`config.mk`:
```
export PLATFORM = sky130hd
export DESIGN_NAME = gpu_surface_layout_calculator
export DESIGN_NICKNAME = d
export VERILOG_FILES = /design/src/design/gslc_pkg.sv /design/src/design/gslc_front.sv /design/src/design/gslc_queue.sv /design/src/design/gslc_back.sv /design/src/design/gpu_surface_layout_calculator.sv
export SDC_FILE = /design/constraint.sdc
export NUM_CORES = 2
export LEC_CHECK = 0
export BUFFER_PORTS_ARGS = -buffer_cell sky130_fd_sc_hd__buf_2
export CORE_ASPECT_RATIO = 0.5
export CORE_MARGIN = 2
export CORE_UTILIZATION = 63
export CTS_CLUSTER_DIAMETER = 200
export DETAILED_ROUTE_END_ITERATION = 8
export PLACE_DENSITY = 0.87
export REMOVE_ABC_BUFFERS = 1
export SYNTH_ARGS = -nofsm -noshare
export SYNTH_HDL_FRONTEND = slang
export SYNTH_HIERARCHICAL = 1
export SYNTH_SLANG_ARGS = --single-unit
```
`constraint.sdc`:
```
create_clock -name clk -period 25.4 [get_ports clk]
set_input_delay 3.81 -clock clk [delete_from_list [all_inputs] [get_ports clk]]
set_output_delay 3.81 -clock clk [all_outputs]
set_load 0.1 [all_outputs]
```
`src/design/gslc_pkg.sv`:
```
// Shared types and constants for the surface layout calculator.
// Holds tile/status/dimension codes, the descriptor record passed front to
// back, and the result record. No dependencies.
package gslc_pkg;

  localparam int LEVEL_LIMIT_DEF = 14;
  localparam int LVL_W           = 4;
  localparam int IN_TDATA_W      = 112;
  localparam int OUT_TDATA_W     = 184;
  localparam int QUEUE_DEPTH     = 2;

  // tile modes
  localparam logic [4:0] TILE_DEFAULT     = 5'd0;
  localparam logic [4:0] TILE_LIN_ALIGNED = 5'd1;
  localparam logic [4:0] TILE_1D_THIN     = 5'd2;
  localparam logic [4:0] TILE_1D_THICK    = 5'd3;
  localparam logic [4:0] TILE_2D_THIN     = 5'd4;
  localparam logic [4:0] TILE_2D_THICK    = 5'd7;
  localparam logic [4:0] TILE_LIN_SPECIAL = 5'd16;

  // status codes
  localparam logic [2:0] ST_OK       = 3'd0;
  localparam logic [2:0] ST_BAD_AA   = 3'd1;
  localparam logic [2:0] ST_BAD_DIM  = 3'd2;
  localparam logic [2:0] ST_BAD_TILE = 3'd3;
  localparam logic [2:0] ST_BAD_FMT  = 3'd4;
  localparam logic [2:0] ST_OVERFLOW = 3'd5;

  // dimensions
  localparam logic [2:0] DIM_1D       = 3'd0;
  localparam logic [2:0] DIM_2D       = 3'd1;
  localparam logic [2:0] DIM_3D       = 3'd2;
  localparam logic [2:0] DIM_CUBE     = 3'd3;
  localparam logic [2:0] DIM_1D_ARRAY = 3'd4;
  localparam logic [2:0] DIM_2D_ARRAY = 3'd5;

  localparam logic [31:0] SWZ_KEEP_MASK  = 32'hFF00FFFF;
  localparam logic [31:0] SWZ_TILED_MARK = 32'h000D0000;

  typedef struct packed {
    logic [2:0]       status;
    logic [2:0]       dim;
    logic [2:0]       elem_log;   // log2 of element bits
    logic             bc;         // block compressed
    logic             changed;    // tile promoted from default
    logic [4:0]       tile;
    logic [31:0]      swz;
    logic [13:0]      width;
    logic [13:0]      height;
    logic [10:0]      depth;
    logic [LVL_W-1:0] levels;
  } desc_t;

  typedef struct packed {
    logic             kind;
    logic [2:0]       status;
    logic [4:0]       final_tile;
    logic [31:0]      swizzle_out;
    logic [31:0]      image_size;
    logic [31:0]      chain_size;
    logic [16:0]      base_alignment;
    logic [15:0]      row_pitch;
    logic [LVL_W-1:0] level_count;
    logic [LVL_W-1:0] level_number;
    logic [31:0]      level_offset;
    logic             last;
  } result_t;

endpackage

```
`src/design/gslc_front.sv`:
```
// Front end: accepts descriptor transactions, validates and classifies them.
// Depends on gslc_pkg; feeds gslc_queue.
module gslc_front #(
  parameter int LEVEL_LIMIT = gslc_pkg::LEVEL_LIMIT_DEF
) (
  input  logic                              in_tvalid,
  output logic                              in_tready,
  input  logic [gslc_pkg::IN_TDATA_W-1:0]   in_tdata,
  input  logic                              q_full,
  output logic                              q_push,
  output gslc_pkg::desc_t                   q_desc
);

  logic [2:0]  dim;
  logic [11:0] fmt;
  logic [7:0]  use_f;
  logic [1:0]  aa;
  logic [4:0]  req;
  logic [13:0] w_in;
  logic [13:0] h_in;
  logic [10:0] d_in;
  logic [3:0]  rl;
  logic [31:0] swz_in;
  logic [3:0]  ecode;
  logic [13:0] maxd;
  logic [gslc_pkg::LVL_W-1:0] nmax;
  logic [gslc_pkg::LVL_W-1:0] levels;
  logic [4:0]  tm;
  logic        changed;
  logic [31:0] swz;

  // {valid, log2 of element bits}
  function automatic logic [3:0] elem_code(logic [5:0] c);
    logic [3:0] r;
    case (c) inside
      [6'h01:6'h03]:               r = 4'b1011;
      [6'h05:6'h0C]:               r = 4'b1100;
      [6'h0D:6'h1B]:               r = 4'b1101;
      [6'h1C:6'h20], 6'h31, 6'h34: r = 4'b1110;
      6'h22, 6'h23, 6'h32, 6'h33, 6'h35: r = 4'b1111;
      default:                     r = 4'b0000;
    endcase
    return r;
  endfunction

  assign dim    = in_tdata[2:0];
  assign fmt    = in_tdata[14:3];
  assign use_f  = in_tdata[22:15];
  assign aa     = in_tdata[24:23];
  assign req    = in_tdata[29:25];
  assign w_in   = in_tdata[43:30];
  assign h_in   = in_tdata[57:44];
  assign d_in   = in_tdata[68:58];
  assign rl     = in_tdata[72:69];
  assign swz_in = in_tdata[104:73];

  assign ecode     = elem_code(fmt[5:0]);
  assign in_tready = !q_full;
  assign q_push    = in_tvalid && !q_full;

  always_comb begin
    // largest extent, then its bit length caps the chain
    maxd = (w_in == 14'd0) ? 14'd1 : w_in;
    if (dim != gslc_pkg::DIM_1D && dim != gslc_pkg::DIM_1D_ARRAY && h_in > maxd) begin
      maxd = h_in;
    end
    if (dim == gslc_pkg::DIM_3D && {3'b0, d_in} > maxd) begin
      maxd = {3'b0, d_in};
    end
    nmax = '0;
    for (int i = 0; i < 14; i++) begin
      if (maxd[i]) nmax = gslc_pkg::LVL_W'(i + 1);
    end
    levels = (rl == 4'd0) ? 4'd1 : rl;
    if (levels > nmax) levels = nmax;
    if (int'(levels) > LEVEL_LIMIT) levels = gslc_pkg::LVL_W'(LEVEL_LIMIT);

    tm      = req;
    changed = 1'b0;
    if (req == gslc_pkg::TILE_DEFAULT) begin
      tm = gslc_pkg::TILE_LIN_ALIGNED;
      if (dim != gslc_pkg::DIM_1D || use_f[2]) begin
        tm = (dim != gslc_pkg::DIM_3D || use_f[1]) ? gslc_pkg::TILE_2D_THIN
                                                   : gslc_pkg::TILE_2D_THICK;
        changed = 1'b1;
      end
    end
    swz = swz_in & gslc_pkg::SWZ_KEEP_MASK;
    if (tm >= gslc_pkg::TILE_2D_THIN && tm != gslc_pkg::TILE_LIN_SPECIAL) begin
      swz = swz | gslc_pkg::SWZ_TILED_MARK;
    end

    q_desc.status = gslc_pkg::ST_OK;
    if (aa != 2'd0) begin
      q_desc.status = gslc_pkg::ST_BAD_AA;
    end else if (dim > gslc_pkg::DIM_2D_ARRAY) begin
      q_desc.status = gslc_pkg::ST_BAD_DIM;
    end else if (req != gslc_pkg::TILE_DEFAULT && req != gslc_pkg::TILE_1D_THIN &&
                 req != gslc_pkg::TILE_2D_THIN && req != gslc_pkg::TILE_LIN_SPECIAL) begin
      q_desc.status = gslc_pkg::ST_BAD_TILE;
    end else if (!ecode[3]) begin
      q_desc.status = gslc_pkg::ST_BAD_FMT;
    end
    q_desc.dim      = dim;
    q_desc.elem_log = ecode[2:0];
    q_desc.bc       = (fmt[5:0] >= 6'h31) && (fmt[5:0] <= 6'h35);
    q_desc.changed  = changed;
    q_desc.tile     = tm;
    q_desc.swz      = swz;
    q_desc.width    = w_in;
    q_desc.height   = h_in;
    q_desc.depth    = d_in;
    q_desc.levels   = levels;
  end

endmodule

```
`src/design/gslc_queue.sv`:
```
// Small descriptor queue decoupling the front end from the layout walker.
// Depends on gslc_pkg (desc_t, QUEUE_DEPTH).
module gslc_queue (
  input  logic            clk,
  input  logic            rst_n,
  input  logic            push,
  input  gslc_pkg::desc_t din,
  output logic            full,
  input  logic            pop,
  output gslc_pkg::desc_t dout,
  output logic            empty
);

  localparam int PW = $clog2(gslc_pkg::QUEUE_DEPTH);

  gslc_pkg::desc_t mem_r [gslc_pkg::QUEUE_DEPTH];
  logic [PW-1:0]   wr_ptr_r, wr_ptr_nxt;
  logic [PW-1:0]   rd_ptr_r, rd_ptr_nxt;
  logic [PW:0]     count_r, count_nxt;

  assign full  = (count_r == (PW+1)'(gslc_pkg::QUEUE_DEPTH));
  assign empty = (count_r == '0);
  assign dout  = mem_r[rd_ptr_r];

  always_comb begin
    wr_ptr_nxt = wr_ptr_r;
    rd_ptr_nxt = rd_ptr_r;
    count_nxt  = count_r;
    if (push) wr_ptr_nxt = wr_ptr_r + 1'b1;
    if (pop)  rd_ptr_nxt = rd_ptr_r + 1'b1;
    if (push && !pop) count_nxt = count_r + 1'b1;
    else if (pop && !push) count_nxt = count_r - 1'b1;
  end

  always_ff @(posedge clk) begin
    if (!rst_n) begin
      wr_ptr_r <= '0;
      rd_ptr_r <= '0;
      count_r  <= '0;
    end else begin
      wr_ptr_r <= wr_ptr_nxt;
      rd_ptr_r <= rd_ptr_nxt;
      count_r  <= count_nxt;
    end
    if (push) mem_r[wr_ptr_r] <= din;
  end

endmodule

```
`src/design/gslc_back.sv`:
```
// Back end: per-level geometry, size multiply, mip walk and result register.
// Depends on gslc_pkg; pops descriptors from gslc_queue.
module gslc_back (
  input  logic              clk,
  input  logic              rst_n,
  input  logic              q_empty,
  input  gslc_pkg::desc_t   q_desc,
  output logic              q_pop,
  output logic              out_valid,
  input  logic              out_ready,
  output gslc_pkg::result_t out_rec
);

  typedef enum logic [2:0] {S_IDLE, S_DIMS, S_MUL1, S_MUL2, S_LEVEL, S_FINAL} state_t;

  typedef struct packed {
    logic [8:0]  pa;
    logic [4:0]  ha;
    logic [14:0] ba;
    logic        thick;
  } geom_t;

  function automatic geom_t tile_geom(logic [4:0] tm, logic [2:0] b);
    geom_t g;
    g.thick = (tm == gslc_pkg::TILE_1D_THICK) || (tm == gslc_pkg::TILE_2D_THICK);
    case (tm) inside
      gslc_pkg::TILE_1D_THIN, gslc_pkg::TILE_1D_THICK: begin
        g.ha = 5'd8;
        g.ba = 15'd256;
        if (g.thick) g.pa = 9'd8;
        else if (b == 3'd3) g.pa = 9'd32;
        else if (b == 3'd4) g.pa = 9'd16;
        else g.pa = 9'd8;
      end
      gslc_pkg::TILE_2D_THIN, gslc_pkg::TILE_2D_THICK: begin
        g.ha = 5'd16;
        if (g.thick) begin
          g.pa = 9'd32;
          if (b == 3'd3) g.ba = 15'd2048;
          else if (b == 3'd4) g.ba = 15'd4096;
          else if (b == 3'd5) g.ba = 15'd8192;
          else g.ba = 15'd16384;
        end else begin
          if (b == 3'd3) g.pa = 9'd128;
          else if (b == 3'd4) g.pa = 9'd64;
          else g.pa = 9'd32;
          if (b == 3'd6) g.ba = 15'd4096;
          else if (b == 3'd7) g.ba = 15'd8192;
          else g.ba = 15'd2048;
        end
      end
      gslc_pkg::TILE_LIN_SPECIAL: begin
        g.pa = 9'd1;
        g.ha = 5'd1;
        g.ba = 15'd1;
      end
      default: begin
        g.ha = 5'd1;
        g.ba = 15'd256;
        if (b == 3'd3) g.pa = 9'd256;
        else if (b == 3'd4) g.pa = 9'd128;
        else g.pa = 9'd64;
      end
    endcase
    return g;
  endfunction

  state_t            state_r, state_nxt;
  gslc_pkg::desc_t   d_r, d_nxt;
  logic [4:0]        tm_r, tm_nxt;
  logic [31:0]       swz_r, swz_nxt;
  logic [3:0]        lv_r, lv_nxt;
  logic              spad_r, spad_nxt;
  logic [14:0]       pitch_r, pitch_nxt;
  logic [14:0]       hp_r, hp_nxt;
  logic [11:0]       sl_r, sl_nxt;
  logic [14:0]       ba_r, ba_nxt;
  logic [29:0]       m1_r, m1_nxt;
  logic [46:0]       size_r, size_nxt;
  logic [31:0]       info_size_r, info_size_nxt;
  logic [14:0]       info_ba_r, info_ba_nxt;
  logic [14:0]       info_pitch_r, info_pitch_nxt;
  logic [4:0]        info_tile_r, info_tile_nxt;
  logic [31:0]       prev_r, prev_nxt;
  logic [31:0]       base_r, base_nxt;
  logic [31:0]       last_off_r, last_off_nxt;
  logic              out_valid_r, out_valid_nxt;
  gslc_pkg::result_t out_rec_r, out_rec_nxt;

  geom_t       g;
  logic        out_free;
  logic [13:0] w1, h1, d_sh, s_l;
  logic [14:0] wb, hb, hl;
  logic        is_2d, demote;
  logic [14:0] pad_al;
  logic [16:0] pad;
  logic [33:0] off;
  logic [32:0] mip_sum;
  logic [41:0] prod;
  gslc_pkg::result_t fail_rec;

  assign q_pop     = (state_r == S_IDLE) && !q_empty &&
                     (q_desc.status == gslc_pkg::ST_OK || out_free);
  assign out_free  = !out_valid_r || out_ready;
  assign out_valid = out_valid_r;
  assign out_rec   = out_rec_r;

  always_comb begin
    g     = tile_geom(tm_r, d_r.elem_log);
    is_2d = (tm_r == gslc_pkg::TILE_2D_THIN) || (tm_r == gslc_pkg::TILE_2D_THICK);

    // level extents
    w1   = ((d_r.width >> lv_r) == 14'd0) ? 14'd1 : (d_r.width >> lv_r);
    h1   = ((d_r.height >> lv_r) == 14'd0) ? 14'd1 : (d_r.height >> lv_r);
    d_sh = {3'b0, d_r.depth} >> lv_r;
    wb   = d_r.bc ? ((15'(w1) + 15'd3) >> 2) : 15'(w1);
    hb   = d_r.bc ? ((15'(h1) + 15'd3) >> 2) : 15'(h1);
    case (d_r.dim)
      gslc_pkg::DIM_2D: begin
        hl = hb; s_l = 14'd1;
      end
      gslc_pkg::DIM_3D: begin
        hl = hb; s_l = (d_sh == 14'd0) ? 14'd1 : d_sh;
      end
      gslc_pkg::DIM_CUBE: begin
        hl = hb; s_l = (d_r.depth < 11'd6) ? 14'd6 : {3'b0, d_r.depth};
      end
      gslc_pkg::DIM_1D_ARRAY: begin
        hl = 15'd1; s_l = (d_r.depth == 11'd0) ? 14'd1 : {3'b0, d_r.depth};
      end
      gslc_pkg::DIM_2D_ARRAY: begin
        hl = hb; s_l = (d_r.depth == 11'd0) ? 14'd1 : {3'b0, d_r.depth};
      end
      default: begin
        hl = 15'd1; s_l = 14'd1;
      end
    endcase

    // base level: promoted tile falls back when smaller than one tile;
    // walk: a 2D level narrower or shorter than a tile goes 1D
    if (lv_r == 4'd0) begin
      demote = d_r.changed && is_2d && ({1'b0, d_r.width} < {6'b0, g.pa}) &&
               ({1'b0, d_r.height} < {10'b0, g.ha});
    end else begin
      demote = is_2d && ((wb < {6'b0, g.pa}) || (hb < {10'b0, g.ha}));
    end

    pad_al  = (~prev_r[14:0] + 15'd1) & (ba_r - 15'd1);
    pad     = 17'(pad_al) + (spad_r ? 17'(swz_r[15:0]) : 17'd0);
    off     = 34'(pad) + 34'(prev_r) + 34'(base_r);
    mip_sum = 33'(prev_r) + 33'(last_off_r);
    prod    = 42'(m1_r) * 42'(sl_r);

    fail_rec        = '0;
    fail_rec.kind   = 1'b1;
    fail_rec.last   = 1'b1;
    fail_rec.status = gslc_pkg::ST_OVERFLOW;

    state_nxt      = state_r;
    d_nxt          = d_r;
    tm_nxt         = tm_r;
    swz_nxt        = swz_r;
    lv_nxt         = lv_r;
    spad_nxt       = spad_r;
    pitch_nxt      = pitch_r;
    hp_nxt         = hp_r;
    sl_nxt         = sl_r;
    ba_nxt         = ba_r;
    m1_nxt         = m1_r;
    size_nxt       = size_r;
    info_size_nxt  = info_size_r;
    info_ba_nxt    = info_ba_r;
    info_pitch_nxt = info_pitch_r;
    info_tile_nxt  = info_tile_r;
    prev_nxt       = prev_r;
    base_nxt       = base_r;
    last_off_nxt   = last_off_r;
    out_rec_nxt    = out_rec_r;
    out_valid_nxt  = out_valid_r && !out_ready;

    unique case (state_r)
      S_IDLE: begin
        if (q_pop) begin
          d_nxt    = q_desc;
          tm_nxt   = q_desc.tile;
          swz_nxt  = q_desc.swz;
          lv_nxt   = 4'd0;
          spad_nxt = 1'b0;
          base_nxt = '0;
          if (q_desc.status != gslc_pkg::ST_OK) begin
            out_rec_nxt        = fail_rec;
            out_rec_nxt.status = q_desc.status;
            out_valid_nxt      = 1'b1;
          end else begin
            state_nxt = S_DIMS;
          end
        end
      end
      S_DIMS: begin
        if (demote) begin
          tm_nxt = g.thick ? gslc_pkg::TILE_1D_THICK : gslc_pkg::TILE_1D_THIN;
          if (lv_r == 4'd0) begin
            swz_nxt = swz_r & gslc_pkg::SWZ_KEEP_MASK;
          end else begin
            swz_nxt  = (swz_r & gslc_pkg::SWZ_KEEP_MASK) | {8'b0, 4'b0, lv_r, 16'b0};
            spad_nxt = (lv_r > 4'd1);
          end
        end else begin
          if (tm_r == gslc_pkg::TILE_LIN_SPECIAL) begin
            pitch_nxt = wb;
            hp_nxt    = hl;
          end else begin
            pitch_nxt = (wb + 15'(g.pa) - 15'd1) & ~(15'(g.pa) - 15'd1);
            hp_nxt    = (hl + 15'(g.ha) - 15'd1) & ~(15'(g.ha) - 15'd1);
          end
          sl_nxt    = g.thick ? ((12'(s_l) + 12'd3) & ~12'd3) : 12'(s_l);
          ba_nxt    = g.ba;
          state_nxt = S_MUL1;
        end
      end
      S_MUL1: begin
        m1_nxt    = 30'(hp_r) * 30'(pitch_r);
        state_nxt = S_MUL2;
      end
      S_MUL2: begin
        size_nxt  = 47'(prod) << (d_r.elem_log - 3'd3);
        state_nxt = S_LEVEL;
      end
      S_LEVEL: begin
        if (lv_r == 4'd0) begin
          if (|size_r[46:32]) begin
            if (out_free) begin
              out_rec_nxt   = fail_rec;
              out_valid_nxt = 1'b1;
              state_nxt     = S_IDLE;
            end
          end else begin
            info_size_nxt  = size_r[31:0];
            info_ba_nxt    = ba_r;
            info_pitch_nxt = pitch_r;
            info_tile_nxt  = tm_r;
            prev_nxt       = size_r[31:0];
            if (d_r.levels > 4'd1) begin
              lv_nxt    = 4'd1;
              state_nxt = S_DIMS;
            end else begin
              state_nxt = S_FINAL;
            end
          end
        end else if (out_free) begin
          out_valid_nxt = 1'b1;
          if ((|off[33:32]) || (|size_r[46:32])) begin
            out_rec_nxt = fail_rec;
            state_nxt   = S_IDLE;
          end else begin
            out_rec_nxt              = '0;
            out_rec_nxt.level_number = lv_r;
            out_rec_nxt.level_offset = off[31:0];
            prev_nxt                 = size_r[31:0];
            last_off_nxt             = off[31:0];
            // level 1 is measured from the image, later ones from mip start
            base_nxt                 = (lv_r == 4'd1) ? 32'd0 : off[31:0];
            spad_nxt                 = 1'b0;
            if (lv_r + 4'd1 < d_r.levels) begin
              lv_nxt    = lv_r + 4'd1;
              state_nxt = S_DIMS;
            end else begin
              state_nxt = S_FINAL;
            end
          end
        end
      end
      S_FINAL: begin
        if (out_free) begin
          out_valid_nxt = 1'b1;
          state_nxt     = S_IDLE;
          if (d_r.levels > 4'd1 && mip_sum[32]) begin
            out_rec_nxt = fail_rec;
          end else begin
            out_rec_nxt                = '0;
            out_rec_nxt.kind           = 1'b1;
            out_rec_nxt.last           = 1'b1;
            out_rec_nxt.status         = gslc_pkg::ST_OK;
            out_rec_nxt.final_tile     = info_tile_r;
            out_rec_nxt.swizzle_out    = swz_r;
            out_rec_nxt.image_size     = info_size_r;
            out_rec_nxt.chain_size     = (d_r.levels > 4'd1) ? mip_sum[31:0] : 32'd0;
            out_rec_nxt.base_alignment = 17'(info_ba_r);
            out_rec_nxt.row_pitch      = 16'(info_pitch_r);
            out_rec_nxt.level_count    = d_r.levels;
          end
        end
      end
      default: state_nxt = S_IDLE;
    endcase
  end

  always_ff @(posedge clk) begin
    if (!rst_n) begin
      state_r     <= S_IDLE;
      out_valid_r <= 1'b0;
    end else begin
      state_r     <= state_nxt;
      out_valid_r <= out_valid_nxt;
    end
    d_r          <= d_nxt;
    tm_r         <= tm_nxt;
    swz_r        <= swz_nxt;
    lv_r         <= lv_nxt;
    spad_r       <= spad_nxt;
    pitch_r      <= pitch_nxt;
    hp_r         <= hp_nxt;
    sl_r         <= sl_nxt;
    ba_r         <= ba_nxt;
    m1_r         <= m1_nxt;
    size_r       <= size_nxt;
    info_size_r  <= info_size_nxt;
    info_ba_r    <= info_ba_nxt;
    info_pitch_r <= info_pitch_nxt;
    info_tile_r  <= info_tile_nxt;
    prev_r       <= prev_nxt;
    base_r       <= base_nxt;
    last_off_r   <= last_off_nxt;
    out_rec_r    <= out_rec_nxt;
  end

endmodule

```
`src/design/gpu_surface_layout_calculator.sv`:
```
// Top level of the tiled surface layout calculator.
// Depends on gslc_pkg, gslc_front, gslc_queue and gslc_back.
//
// Each input transaction is one texture surface descriptor. The block answers
// with one offset transaction per mip level 1..level_count-1 (tuser = 0) and
// then a final layout transaction (tuser = 1, tlast = 1). A rejected
// descriptor (bad AA, dimension, tile mode or format) gives only the final
// transaction with its status. On overflow a final transaction with status
// overflow follows whatever offsets were already sent; the consumer must
// drop those offsets. In the back end a rejected descriptor is answered
// from the pop itself; an accepted one goes through the pop, then geometry,
// two multiply steps and the level step for each level, then the final
// record, with one more geometry step when the tile is demoted, which
// happens at most once per descriptor, plus any waiting on out_tready.
// The order is set by the back-end sequencer, which runs the per-level
// geometry and then the size product as two registered multiply steps.
// A two-entry descriptor queue lets the input side keep accepting while
// the back end works or waits on the result register.

module gpu_surface_layout_calculator #(
  parameter int LEVEL_LIMIT = gslc_pkg::LEVEL_LIMIT_DEF
) (
  input  logic                               clk,
  input  logic                               rst_n,
  input  logic                               in_tvalid,
  output logic                               in_tready,
  // [2:0] dimension, [14:3] surface_format, [22:15] use_flags,
  // [24:23] sample_mode, [29:25] requested_tile, [43:30] surf_width,
  // [57:44] surf_height, [68:58] surf_depth, [72:69] requested_levels,
  // [104:73] swizzle_in, rest zero
  input  logic [gslc_pkg::IN_TDATA_W-1:0]    in_tdata,
  output logic                               out_tvalid,
  input  logic                               out_tready,
  // [2:0] status, [7:3] final_tile, [39:8] swizzle_out, [71:40] image_size,
  // [103:72] chain size, [120:104] base_alignment, [136:121] row_pitch,
  // [140:137] level_count, [144:141] level_number, [176:145] level_offset,
  // rest zero
  output logic [gslc_pkg::OUT_TDATA_W-1:0]   out_tdata,
  // [0] kind: 0 level offset, 1 final layout
  output logic [0:0]                         out_tuser,
  output logic                               out_tlast
);

  gslc_pkg::desc_t   push_desc;
  gslc_pkg::desc_t   head_desc;
  gslc_pkg::result_t rec;
  logic              q_push;
  logic              q_full;
  logic              q_pop;
  logic              q_empty;

  gslc_front #(
    .LEVEL_LIMIT (LEVEL_LIMIT)
  ) u_front (
    .in_tvalid (in_tvalid),
    .in_tready (in_tready),
    .in_tdata  (in_tdata),
    .q_full    (q_full),
    .q_push    (q_push),
    .q_desc    (push_desc)
  );

  gslc_queue u_queue (
    .clk   (clk),
    .rst_n (rst_n),
    .push  (q_push),
    .din   (push_desc),
    .full  (q_full),
    .pop   (q_pop),
    .dout  (head_desc),
    .empty (q_empty)
  );

  gslc_back u_back (
    .clk       (clk),
    .rst_n     (rst_n),
    .q_empty   (q_empty),
    .q_desc    (head_desc),
    .q_pop     (q_pop),
    .out_valid (out_tvalid),
    .out_ready (out_tready),
    .out_rec   (rec)
  );

  // result record onto the stream
  assign out_tdata = {7'b0, rec.level_offset, rec.level_number, rec.level_count,
                      rec.row_pitch, rec.base_alignment, rec.chain_size,
                      rec.image_size, rec.swizzle_out, rec.final_tile, rec.status};
  assign out_tuser = rec.kind;
  assign out_tlast = rec.last;

endmodule

```
* After elaboration in Yosys (flattened, before gate mapping)
Memory sizes are Yosys's and may differ from the RTL's. A register that Yosys moved wholly into a read port is not among the register bits. Cells that the tools add are included.
Operators by class: add/subtract/negate cells 21, equal/unequal tests 54, bitwise operators 11, div/mod/pow operators 0, shift-type cells 4, reductions and logical operators 78, magnitude comparators 24, muxes and demuxes 133, multipliers 2
Operators with widths (count):
- $mux W179 | 8
- $pmux W179 S3 | 1
- $mux W32 | 13
- $mux W178 | 1
- $pmux W32 S2 | 2
- $mux W15 | 8
- $mux W14 | 8
- $mux W4 | 22
- $mux W29 | 3
- $logic_not A14 Y1 | 4
- $mux W3 | 18
- $shl A42 B3 Y47 | 1
- $and A15 B15 Y15 | 3
- $mux W9 | 5
- $not A15 Y15 | 3
- $sub A15 B1 Y15 const B | 3
- $eq A6 B6 Y1 const B | 7
- $mul A30 B12 Y42 | 1
- $pmux W12 S3 | 1
- $add A34 B32 Y34 | 1
- $add A17 B32 Y33 | 1
- $add A32 B32 Y33 | 1
- $or A32 B20 Y32 | 1
- $add A14 B2 Y15 const B | 2
- other kinds (89) | 209
Storage, ports and cells: memory bits (writable) 174, logic and storage cells 372, bits of input ports 116, memory bits (read-only) 0, bits in latches 0, output and inout bits 188, register bits 577, memories 1
Memory list:
- u_queue.mem_r | depth 2, bits a word 87, read ports 1, clocked after Yosys merged registers in 1, write ports 1, line gslc_queue.sv:16 | gslc_pkg::desc_t mem_r [gslc_pkg::QUEUE_DEPTH];

* Depth between registers and ports, before layout
depth after elaboration 26, mapped depth 35, mapped depth without buffers 34

* Modules after synthesis
The synthesis kept the hierarchy.
By module, submodules not included:
- gslc_back | cells each 4607, instances 1, area each 47972.3 um^2, seq. area each 16235.6 um^2
- gslc_queue | cells each 305, instances 1, area each 6817.8 um^2, seq. area each 5565.3 um^2
- gslc_front | cells each 351, instances 1, area each 2249.7 um^2, seq. area each 0.0 um^2
- gpu_surface_layout_calculator | cells each 8, instances 1, area each 56.3 um^2, seq. area each 0.0 um^2

* Least setup slack after synthesis
No wires, ideal clock.
path kind input -> register, from in out_tready, to reg u_back.out_rec_r, in the netlist u_back/out_rec[100], enable pin, path buffers 1, data required time 24.245 ns, stages on the path 5, setup slack 2.667 ns, library setup time 1.155 ns, arrival 21.578 ns, path through nor2b_1 clkbuf_1 a211oi_1 nor2_1 nor4b_1
On the way: longest elaborated chain between the ends 5, elaborated cells on any way between the ends 7, classes of those cells 3 x eq/ne; 4 x reduce/logical
RTL lines:
- start, declared | line gpu_surface_layout_calculator.sv:33 | input logic out_tready,
- $logic_or A1 B1 Y1 | line gslc_back.sv:104 | assign out_free = !out_valid_r || out_ready;
- $logic_or A1 B1 Y1 | line gslc_back.sv:103 | (q_desc.status == gslc_pkg::ST_OK || out_free);
- $logic_and A1 B1 Y1 | line gslc_back.sv:102 | assign q_pop = (state_r == S_IDLE) && !q_empty &&
- named net q_pop | line gpu_surface_layout_calculator.sv:49 | logic q_pop;
- $ne A2 B2 Y1 (no source line)
- $reduce_and A6 Y1 (no source line)
- end signal, assigned | line gslc_back.sv:324 | out_rec_r <= out_rec_nxt;
- end, declared | line gslc_back.sv:88 | gslc_pkg::result_t out_rec_r, out_rec_nxt;
The timed path passes the listed nets, and every way through them passes these cells. A chain may end at the register's enable or synchronous reset.

* Worst setup path after layout
from reg u_back.spad_r, to reg u_back.base_r[0], enable pin
On the way: longest elaborated chain between the ends 8
RTL lines:
- start, declared | line gslc_back.sv:73 | logic spad_r, spad_nxt;
- start signal, assigned | line gslc_back.sv:310 | spad_r <= spad_nxt;
- $mux W16 | line gslc_back.sv:149 | pad = 17'(pad_al) + (spad_r ? 17'(swz_r[15:0]) : 17'd0);
- $add A15 B17 Y17 | line gslc_back.sv:149
- $add A17 B32 Y33 | line gslc_back.sv:150 | off = 34'(pad) + 34'(prev_r) + 34'(base_r);
- $add A34 B32 Y34 | line gslc_back.sv:150
- $reduce_or A2 Y1 | line gslc_back.sv:252 | if ((|off[33:32]) || (|size_r[46:32])) begin
- $logic_or A1 B1 Y1 | line gslc_back.sv:252
- $ne A2 B2 Y1 (no source line)
- $reduce_and A5 Y1 (no source line)
- end signal, assigned | line gslc_back.sv:322 | base_r <= base_nxt;
- end, declared | line gslc_back.sv:85 | logic [31:0] base_r, base_nxt;
Every way passes these cells.

==> results.yml <==
status:
  outcome: "complete, no violations"
yosys:
  yosys_register_bits: 729
  async_reset_ff_frac: 0
  yosys_warnings: 6
  synth_edf_count: 720
  yosysTopAreaCellShare: 0.3787
  syn_area_um2: 57100
  synth_cells: 5271
  ys.flop_type: "edfxtp_1"
  yosys-top-cells-area: "edfxtp_1, fa_1, ha_1"
  yosys-top-cells-count: "edfxtp_1, inv_1, nand2_1, fa_1, ha_1"
  synth.largest_area_cell: "edfxtp_1"
  synth_cell_types: 110
  synth_most_common_cell: "edfxtp_1"
  syn_area_per_cell_um2: 10.83
  seq_area_frac_synth: 0.3818
min_path:
  holdPathEnd: "u_back/prev_r[29]"
  hold_start: "u_back/size_r[29]"
  min_path_type: "reg -> reg"
  hold_depth: 0
routing:
  wl_per_cell_um: 20.65
  avgViaCountPerCell: 6.042
  drtIter0Drc: 4329
  vias: 39799
  drtAntennaViolNets: 0
  drt_wl_total_um: 136000
  drc: 0
  dr.pass1.iters: 9
clock_network:
  clk_latency_ps: 670
  cts_hold_buf: 0
  root_buffer: "clkbuf_16"
  cts_tree: "built"
  postCtsSetupBuffers: 0
  cts_resized: 0
  cts.sinks: 729
  cts_buffers: 68
  path_clk_slew_ps: 70
  max-clock-path-buffers: 3
  htree_levels: 3
worst_setup_path:
  cp_slowest_cell: "or2_2"
  timing.rr.start: "u_back/spad_r"
  cpPeakStageDelay_ps: 850
  worstPathRequired_ps: 25670
  rr_worst_depth: 30
  cp_common_cell: "o21ai_0"
  path_max_fanout: 34
  critPathLaunchType: "flip-flop"
  critPathKind: "reg -> reg"
  rr_endpoint: "u_back/base_r[0]"
  reg2reg_slack_ps: 14880
  arrival_ps: 10790
  worstSetupEndpointType: "flip-flop"
placement:
  dpl.hpwl_um: 101500
  io_buffers: 257
  place_congestion: 0.9258
sta:
  drv_slew: 0
  min_period_ps: 10520
  max-slew-margin-rel: 0.1887
  hold_violations: 0
  finalSetupViolCount: 0
  rsz0062_at_grt: "no"
  fmax_mhz: 95.07
  clock_skew_ps: 37.40
  max_slew.worst_pin.slew_ps: 1217
  finalSetupTns_ps: 0
  period_share: 0.4141
grt:
  antenna_found_initial: 3
  grt_pass1_vias: 40767
  grt_first_pass_wirelength_um: 216700
  track_usage: 0.2948
  grt_max_degree: 73
  overflow: 0
flow_run:
  maxCapViolCount: 0
cells_and_area:
  n_fill_cell: 6144
  fin_nets: 6300
  drive_above_1_share: 0.1187
  area_growth_pct: 6.416
floorplan:
  fp.dieW_um: 429.7
  pin_count: 304
  rows: 77
  initial_core_util: 0.6414
  die_y_um: 216.9
  fp.coreArea_um2: 89020
  die_area_um2: 93200
## metal layers
layer | vias up | part of all wire | global-route usage
met5 | - | 0.000066 | 0
met4 | 2 | 0.037 | 0.1068
met3 | 405 | 0.094 | 0.06943
met2 | 1928 | 0.48 | 0.4923
met1 | 19541 | 0.39 | 0.3790
li1 | 17923 | - | -
## area by class of cell
class                   instances  area [µm²]  share of cell area
diodes                          2       5.005          0.00008237
clock buffers                  82        1807             0.02974
clock inverters                39       320.3            0.005272
inverters                     602        2260             0.03719
multi-input cells            3644       31440              0.5175
flip-flops and latches        729       21800              0.3589
well taps                    1185        1483             0.02440
repair buffers                304        1639             0.02698
## state kept, by name, summed over array words and instances (netlist names), 5 cells and up, named ones only
register and cells:
u_back/info_pitch_r 15, u_back/size_r 47, u_back/base_r 32, u_back/info_ba_r 6
u_back/last_off_r 32, u_back/m1_r 30, u_back/tm_r 5, u_queue/mem_r 182
u_back/pitch_r 15, u_back/out_rec 166, u_back/info_tile_r 5, u_back/info_size_r 32
u_back/ba_r 6, u_back/hp_r 15, u_back/swz_r 32, u_back/d_r 51
u_back/sl_r 12, u_back/prev_r 32
## through the flow
stage / hold WS, ps / util / setup WS, ps / cells / area (µm²)
4_1_cts: 450.2 / 0.6825 / 15060 / 6585 / 60750
6_report: 453.5 / 0.6825 / 14880 / 6587 / 60760
3_5_place_dp: 435.5 / 0.6586 / 15170 / 6464 / 58630
3_3_place_gp: 429.9 / 0.6586 / 15350 / 6464 / 58630
5_1_grt: 456.3 / 0.6825 / 14240 / 6587 / 60760
2_1_floorplan: 421.5 / - / 2773 / 4975 / 55440
## critical path: cells and delay by family (launching register included)
family / cells / cell delay, ps
AO/OA/AOI/OAI: 17 / 4530
AND/OR/NAND/NOR: 6 / 2000
adder cells (fa/ha/maj): 4 / 1460
flip-flops: 1 / 790
multiplexers: 1 / 740
buffers and inverters: 2 / 500
## worst max-delay path by stage
stage / to / cells after the start / slack [ps] / startpoint
after floorplan: u_back/out_rec[100] / 4 / 2770 / out_tready
after CTS: u_back/base_r[0] / 30 / 15060 / u_back/spad_r
after global placement: u_back/base_r[1] / 30 / 15350 / u_back/spad_r
after global routing: u_back/base_r[0] / 30 / 14240 / u_back/spad_r
after detailed placement: u_back/base_r[1] / 30 / 15170 / u_back/spad_r
final: u_back/base_r[0] / 30 / 14880 / u_back/spad_r
## layout by cell type (no fill, tap or decap), types with 20 or more instances in the layout
master     Yosys  final
o22ai_1       21     21
o211ai_1      20     20
nand2b_1      44     44
nor2b_1       68     66
clkbuf_16      0     70
mux2_2       137    137
a21o_1        68     68
nand3_1       52     52
buf_2         14    257
fa_1         470    470
mux4_2        33     33
or3_1         23     23
xnor2_1      101    101
nor2_1       336    335
and3_1        38     37
edfxtp_1     720    720
mux2i_1       76     76
a211oi_1      36     34
o21ai_0      147    146
o21a_1        26     26
and2_1       330    328
a31oi_1       21     21
nand2_1      566    566
buf_4        100     47
conb_1         3     24
nor3_1        64     64
nor4_1        22     22
inv_1        597    595
a21oi_1      216    216
o21bai_1      31     31
ha_1         365    365
xor2_1        69     69
## kinds of logic (layout without fill, tap and decap cells)
kind of cell / count (synthesis) / after routing / share of synthesized area
xor+xnor: 170 / 170 / 0.02608
other cells: 3 / 26 / 0.0001972
mux: 248 / 248 / 0.05380
fa+ha+maj: 835 / 835 / 0.2448
compound gates: 743 / 743 / 0.08511
simple gates: 1624 / 1624 / 0.1382
flops: 729 / 729 / 0.3818
buf+inv: 919 / 1027 / 0.06999
Power is not shown: default switching activity piles up to over one toggle a cycle in this logic, so the estimate is an artifact.
